File: src/rtl/tea_pkg.sv
package tea_pkg;

  localparam int unsigned ROUNDS = 32;
  localparam int unsigned STAGES = 2 * ROUNDS;
  localparam logic [31:0] TEA_DELTA = 32'h9e37_79b9;

  localparam logic [1:0] KEY_IDX0 = 2'd0;
  localparam logic [1:0] KEY_IDX1 = 2'd1;
  localparam logic [1:0] KEY_IDX2 = 2'd2;
  localparam logic [1:0] KEY_IDX3 = 2'd3;

  localparam logic CMD_ENCRYPT = 1'b0;
  localparam logic CMD_DECRYPT = 1'b1;

  typedef logic [3:0][31:0] tea_key_t;

  typedef struct packed {
    logic        cmd;
    logic [31:0] w0;
    logic [31:0] w1;
  } tea_beat_t;

  // Running sum after a given number of delta additions, modulo 2^32.
  function automatic logic [31:0] tea_sum(input int unsigned mult);
    logic [63:0] prod;
    prod = 64'(TEA_DELTA) * 64'(mult);
    return prod[31:0];
  endfunction

endpackage

File: src/rtl/tea_cell.sv
module tea_cell
  import tea_pkg::*;
(
  input  logic        clk,
  input  logic        rst,
  input  tea_key_t    key,
  input  logic [31:0] enc_sum,
  input  logic [31:0] dec_sum,
  input  logic        second_half,
  input  logic        in_valid,
  output logic        in_ready,
  input  tea_beat_t   in_beat,
  output logic        out_valid,
  input  logic        out_ready,
  output tea_beat_t   out_beat
);

  logic        valid;
  tea_beat_t   beat;
  logic        upd_w0;
  logic [31:0] sum;
  logic [31:0] x;
  logic [31:0] ka;
  logic [31:0] kb;
  logic [31:0] mix;
  logic [31:0] dst;
  logic [31:0] res;
  tea_beat_t   beat_next;

  // Encryption updates the first word in the first half-round, decryption
  // walks the halves in reverse and updates the second word first.
  always_comb begin
    upd_w0 = ~(in_beat.cmd ^ second_half);
    sum    = (in_beat.cmd == CMD_DECRYPT) ? dec_sum : enc_sum;
    x      = upd_w0 ? in_beat.w1 : in_beat.w0;
    ka     = upd_w0 ? key[0] : key[2];
    kb     = upd_w0 ? key[1] : key[3];
    mix    = ((x << 4) + ka) ^ (x + sum) ^ ((x >> 5) + kb);
    dst    = upd_w0 ? in_beat.w0 : in_beat.w1;
    res    = (in_beat.cmd == CMD_DECRYPT) ? (dst - mix) : (dst + mix);
    beat_next = in_beat;
    if (upd_w0) begin
      beat_next.w0 = res;
    end else begin
      beat_next.w1 = res;
    end
  end

  assign in_ready  = ~valid | out_ready;
  assign out_valid = valid;
  assign out_beat  = beat;

  always_ff @(posedge clk) begin
    if (rst) begin
      valid <= 1'b0;
    end else if (in_ready) begin
      valid <= in_valid;
    end
  end

  always_ff @(posedge clk) begin
    if (in_ready && in_valid) begin
      beat <= beat_next;
    end
  end

endmodule

File: config.mk
export PLATFORM = sky130hd
export DESIGN_NAME = tea_cell
export DESIGN_NICKNAME = d
export VERILOG_FILES = /design/src/rtl/tea_pkg.sv /design/src/rtl/tea_cell.sv
export SDC_FILE = /design/constraint.sdc
export NUM_CORES = 1
export LEC_CHECK = 0
export BUFFER_PORTS_ARGS = -buffer_cell sky130_fd_sc_hd__buf_2
export CAP_MARGIN = 15
export CORE_MARGIN = 4
export CORE_UTILIZATION = 55
export CTS_CLUSTER_SIZE = 30
export DETAILED_ROUTE_END_ITERATION = 10
export HOLD_SLACK_MARGIN = 0.15
export PLACE_DENSITY = 0.95
export SYNTH_ARGS = -nofsm -noshare
export SYNTH_HDL_FRONTEND = slang
export SYNTH_SLANG_ARGS = --single-unit
export TNS_END_PERCENT = 100
File: constraint.sdc
create_clock -name clk -period 8.7 [get_ports clk]
set_input_delay 0.435 -clock clk [delete_from_list [all_inputs] [get_ports clk]]
set_output_delay 0.435 -clock clk [all_outputs]
set_load 0.02 [all_outputs]
Word-level counts from Yosys, hierarchy flattened
Index checks and enable logic that the tools add are counted.

word-level totals
  flip-flop bits (word level) = 66
  bits of input ports = 262
  word-level logic and storage cells = 23

cells by class
  add/sub/neg operators = 5
  multiplexer cells = 8
  bitwise logic cells = 5
  reductions and logical operators = 1

operators with widths
  cell                                       count
  32-bit 2-to-1 mux                          8
  32-bit adder                               3
  32-bit bitwise XOR                         2
  27-bit by 32-bit adder with 32-bit output  1
  32-bit subtractor                          1
  1-bit logical AND                          1
  1-bit inverter                             1
  1-bit bitwise OR                           1
  1-bit bitwise XOR                          1

Logic depth before layout (Yosys ltp)
  depth after elaboration = 8
  gate-level depth with buffers = 36

Least setup slack after synthesis
OpenSTA, ideal clock, no wires.

  kind = input to register
  start = input port second_half
  end = register beat (netlist bit out_beat[63]), data pin
  library setup time = 150 ps
  arrival time = 7524 ps
  data required time = 8550 ps
  path slack = 1027 ps
  stages = 33
  buffers on the path = 5
  path through = buf_4 -> xnor2_2 -> clkbuf_1 -> clkbuf_1 -> clkbuf_1 -> clkbuf_1 -> nand2_1 -> nand2_1 -> ha_1 -> ha_1 -> a21oi_1 -> mux2_2 -> o311ai_2 -> a31o_2 -> xnor2_1 -> xnor2_1 -> xnor2_1 -> nor3_2 -> nand3_1 -> nor4_1 -> a21oi_1 -> xor2_1 -> ha_1 -> or3_1 -> o211ai_1 -> a21oi_1 -> a41o_1 -> o21ba_2 -> a311o_1 -> a21oi_1 -> nor3_1 -> mux2_4 -> nor3_2

RTL lines
  what                  line            text
  start, declared       tea_cell.sv:9   input logic second_half,
  end signal, assigned  tea_cell.sv:63  beat <= beat_next;
  end, declared         tea_cell.sv:19  tea_beat_t beat;

==> impl.org <==
** Synthesis
- For this run, the leading register cell type out of synthesis is sky130_fd_sc_hd__edfxtp_1.
- Cell area after synthesis :: 11700 um^2
- Counting flops and latches in the post-synthesis netlist gives 66.
- Yosys top cell by area :: sky130_fd_sc_hd__edfxtp_1
- In this run the biggest area consumer among cell types represents 16.6% of the synthesized area.
- Net count after synthesis :: 1950
- In this run, synthesis inferred 65 flip-flops with an integrated enable.
- Register area share after synthesis :: 16.8%
- Ranked by instance count, the synthesized netlist is headed by sky130_fd_sc_hd__nand2_1, sky130_fd_sc_hd__xnor2_1, sky130_fd_sc_hd__o21ai_0, sky130_fd_sc_hd__ha_1, sky130_fd_sc_hd__a21oi_1.
- Async set-reset flop share out of synthesis :: 0%
- Average size of a mapped cell :: 7.48 um^2
- Synthesized instance count :: 1568
- Most numerous cell in the Yosys netlist :: sky130_fd_sc_hd__nand2_1
- The netlist uses 86 different library cells.
- By area the synthesized netlist is led by sky130_fd_sc_hd__edfxtp_1, sky130_fd_sc_hd__ha_1, sky130_fd_sc_hd__nand2_1.
- Warning count from the yosys run :: 0

** Die
- For this configuration, the core starts out at a cell density of 55.8%.
- Die width :: 154 um
- 329 I/O pins were placed.
- Core Region :: 21000 um^2
- The initialized floorplan defines 53 standard-cell rows.
- Die boundary height :: 154 um
- Full die area :: 23700 um^2

** STA
- Upper clock frequency limit :: 126 MHz
- Skew final :: 0.00643 ns
- Share of the cycle needed by the critical path after routing :: 91.2%
- Subtracting the final worst setup slack from the clock period gives 7.94 ns.
- Relative slew margins :: 37.9%
- Setup repair after global routing left no endpoint under its margin.
- The final hold violation count came to 0.
- Setup TNS Final :: 0 ns
- Tightest Pin Transition :: 0.908 ns
- Final setup vio count :: 0
- Fin. max-slew vios :: 0

** Routing
- Met2 WL post-DR :: 17800 um
- In the final routing, the length of wire on met1 measures 16400 um.
- In this run the top signal layer used is met4.
- For this run, design rule violations remaining after detail routing come to 0.
- In this run, the number of DRC markers left after iteration 0 of detailed routing was 1436.
- Vias :: 13.2k
- The first TritonRoute pass finished after 5 iterations.
- Post-route ant nets :: 0
- After detailed routing, the number of vias per cell comes to 6.12.
- The routed design uses 4830 um of met3 wire.
- The routed design has 40200 um of wire.
- In the final routed layout, each cell accounts on average for 18.7 um.

** Power and ir drop
- In this run the power spent charging and discharging nets is 2.65 mW.
- In this run switching power makes up 52.0% of total power.
- The worst-case IR drop observed on VDD is 182 uV.
- Part of the power in the clock network :: 6.3%
- PwrDens :: 368 nW/um^2
- Cell internal power dissipation :: 2.45 mW
- In this run, the combinational gates consume 81.0% of the power.
- Registers are responsible for 12.6% of the overall power.
- Reported leakage power :: 6.70 nW

** Hold path
- Path category of the worst min-delay check :: input pin to flip-flop
- The startpoint identified for the worst hold timing path is rst.

** GRT
- Total overflow reported by the global router :: 0
- Global routing used 31.8% of the available tracks across all layers.
- First-pass GRT wire length :: 61900 um
- Vias in the first global route :: 12.0k
- Pin count of the biggest net entering global routing :: 72
- Antenna violations before repair :: 3

** CTS
- Clock-pin slew was measured on the worst setup and hold paths at 0.06 ns.
- TritonCTS created 9 clock buffers.
- TritonCTS built the clock tree.
- Latest clock arrival within the worst-skew pair :: 0.33 ns
- Clock Tree Root :: sky130_fd_sc_hd__clkbuf_16
- Number of buffers added to fix hold violations after cts :: 0
- Depth of the CTS H-tree :: 3
- Post-CTS repair timing setup buffer count :: 0
- Maximum clock path buffer count :: 2
- Once the clock tree was built, the resizer swapped 0 gates to a different size.
- Counting every sink on the clock net gives 66.

** Run status
- The run finished with clean final reports.

** Critical path
- At the worst endpoint, the required time is 8.89 ns.
- Startpoint class of the critical path :: input pin
- STA classifies the critical path endpoint as a flip-flop.
- Critical setup path kind :: input pin to flip-flop
- The startpoint identified for the worst register-to-register timing path is out_valid$_SDFFE_PP0N_.
- Tracing the worst setup path back leads to its startpoint at second_half.
- Data arrival time of the critical path :: 8.13 ns
- Along the worst path, the maximum fanout reaches 70.

** Place
- Post-DP HPWL :: 33600 um
- The count of buffers added on input and output ports is 328.
- The congestion estimate from routability-driven global placement came to 1.01.
- Placement Cell Area :: 13600 um^2

** Layout
- After routing the design area is 13900 um^2.
- The area growth from synthesis to layout is 18.3%.
- In the final layout, the share of cells above drive strength 1 is 22.2%.
- Final Net Count :: 2249

** Run
- Maximum capacitance violations :: 0
==> worst max-delay path: stages <==
cell and delay (ns):
sky130_fd_sc_hd__buf_2 0.23, sky130_fd_sc_hd__xnor2_4 0.61, sky130_fd_sc_hd__buf_4 0.38, sky130_fd_sc_hd__buf_4 0.56, sky130_fd_sc_hd__nand2_1 0.20, sky130_fd_sc_hd__nand2_1 0.29
sky130_fd_sc_hd__ha_1 0.33, sky130_fd_sc_hd__inv_1 0.10, sky130_fd_sc_hd__nor2_1 0.05, sky130_fd_sc_hd__nor2_1 0.08, sky130_fd_sc_hd__o31ai_1 0.11, sky130_fd_sc_hd__a2111oi_0 0.85
sky130_fd_sc_hd__o211ai_1 0.23, sky130_fd_sc_hd__a2111oi_0 0.73, sky130_fd_sc_hd__nor2_1 0.14, sky130_fd_sc_hd__xnor2_1 0.44, sky130_fd_sc_hd__nor2b_1 0.23, sky130_fd_sc_hd__a31oi_1 0.11
sky130_fd_sc_hd__xnor2_1 0.15, sky130_fd_sc_hd__ha_1 0.34, sky130_fd_sc_hd__and2_1 0.18, sky130_fd_sc_hd__a22o_1 0.22, sky130_fd_sc_hd__a311o_1 0.34, sky130_fd_sc_hd__a21oi_1 0.23
sky130_fd_sc_hd__nor3_1 0.08, sky130_fd_sc_hd__mux2_4 0.27, sky130_fd_sc_hd__nor3_2 0.16
==> flip-flops by register name, summed over array words and instances (netlist names) <==
signal,cells
out_beat,65
out_valid,1
==> cell usage in the layout (no fill, tap or decap), types with 12 or more instances in the layout <==
cell                       instances
sky130_fd_sc_hd__buf_2           328
sky130_fd_sc_hd__inv_1            37
sky130_fd_sc_hd__o21a_1           16
sky130_fd_sc_hd__nand2_1         387
sky130_fd_sc_hd__mux2_2           33
sky130_fd_sc_hd__ha_1            118
sky130_fd_sc_hd__o211ai_1         13
sky130_fd_sc_hd__xor2_1           55
sky130_fd_sc_hd__and3_1           13
sky130_fd_sc_hd__o21ai_0         120
sky130_fd_sc_hd__xnor2_1         153
sky130_fd_sc_hd__nor3_1           22
sky130_fd_sc_hd__a21o_1           33
sky130_fd_sc_hd__mux2i_1          19
sky130_fd_sc_hd__a21oi_1         112
sky130_fd_sc_hd__a31oi_1          20
sky130_fd_sc_hd__nand2b_1         22
sky130_fd_sc_hd__nor2b_1          12
sky130_fd_sc_hd__edfxtp_1         65
sky130_fd_sc_hd__nor2_1           74
sky130_fd_sc_hd__nand3_1          24
==> path summary, 6_finish.rpt <==
| check | to | slack (ns) | cells past startpoint |
|---|---|---|---|
| setup / recovery | out_beat[63]$_DFFE_PP_ | 0.76 | 27 |
| hold / removal | out_valid$_SDFFE_PP0N_ | 0.25 | 2 |
| setup reg to reg | out_beat[62]$_DFFE_PP_ | 7.13 | 3 |
| hold reg to reg | out_valid$_SDFFE_PP0N_ | 0.51 | 2 |
==> logic make-up (layout without fill, tap and decap cells) <==
kind of cell | Yosys count | after routing | synth area share [%]
AND/OR/NAND/NOR | 615 | 615 | 23.1
AO/OA/AOI/OAI | 405 | 405 | 21.7
XOR/XNOR | 216 | 216 | 17.1
adder cells (fa/ha/maj) | 124 | 124 | 13.3
buffers and inverters | 88 | 392 | 2.94
flip-flops | 66 | 66 | 16.8
multiplexers | 54 | 54 | 5.11
other | 0 | 3 | 0
==> layout make-up <==
class,instances,area [um^2]
Antenna cell,3,7.51
Fill cell,1761,7150
Timing Repair Buffer,339,1720
Clock buffer,10,229
Tap cell,275,344
Sequential cell,66,1970
Inverter,37,139
Multi-Input combinational cell,1414,9420
Clock inverter,6,33.8
==> through the flow <==
stage / hold WS [ns] / setup slack (ns) / util, % / std cells / power (mW)
2_1_floorplan: 0.504 / 1.03 / - / 1568 / 3.70
3_3_place_gp: 0.483 / 0.839 / 64.7 / 2131 / 4.49
3_5_place_dp: 0.502 / 0.694 / 64.7 / 2131 / 4.64
4_1_cts: 0.243 / 0.987 / 66.0 / 2147 / 4.99
5_1_grt: 0.248 / 0.261 / 66.0 / 2150 / 5.46
6_report: 0.246 / 0.764 / 66.0 / 2150 / 5.11
==> power groups by stage <==
stage	registers, mW	logic (mW)	clock network [mW]
6_report	0.645	4.14	0.324
5_1_grt	0.662	4.46	0.339
4_1_cts	0.649	4.02	0.321
3_5_place_dp	0.653	3.99	0
3_3_place_gp	0.645	3.85	0
2_1_floorplan	0.848	2.85	0
==> metal layers <==
metal  track usage, %  up-vias
li1                 -     6192
met2             50.5      848
met5                0        -
met3             4.95      105
met1             44.8     6009
met4             8.92        0
Power figures use the tool's default switching activity.
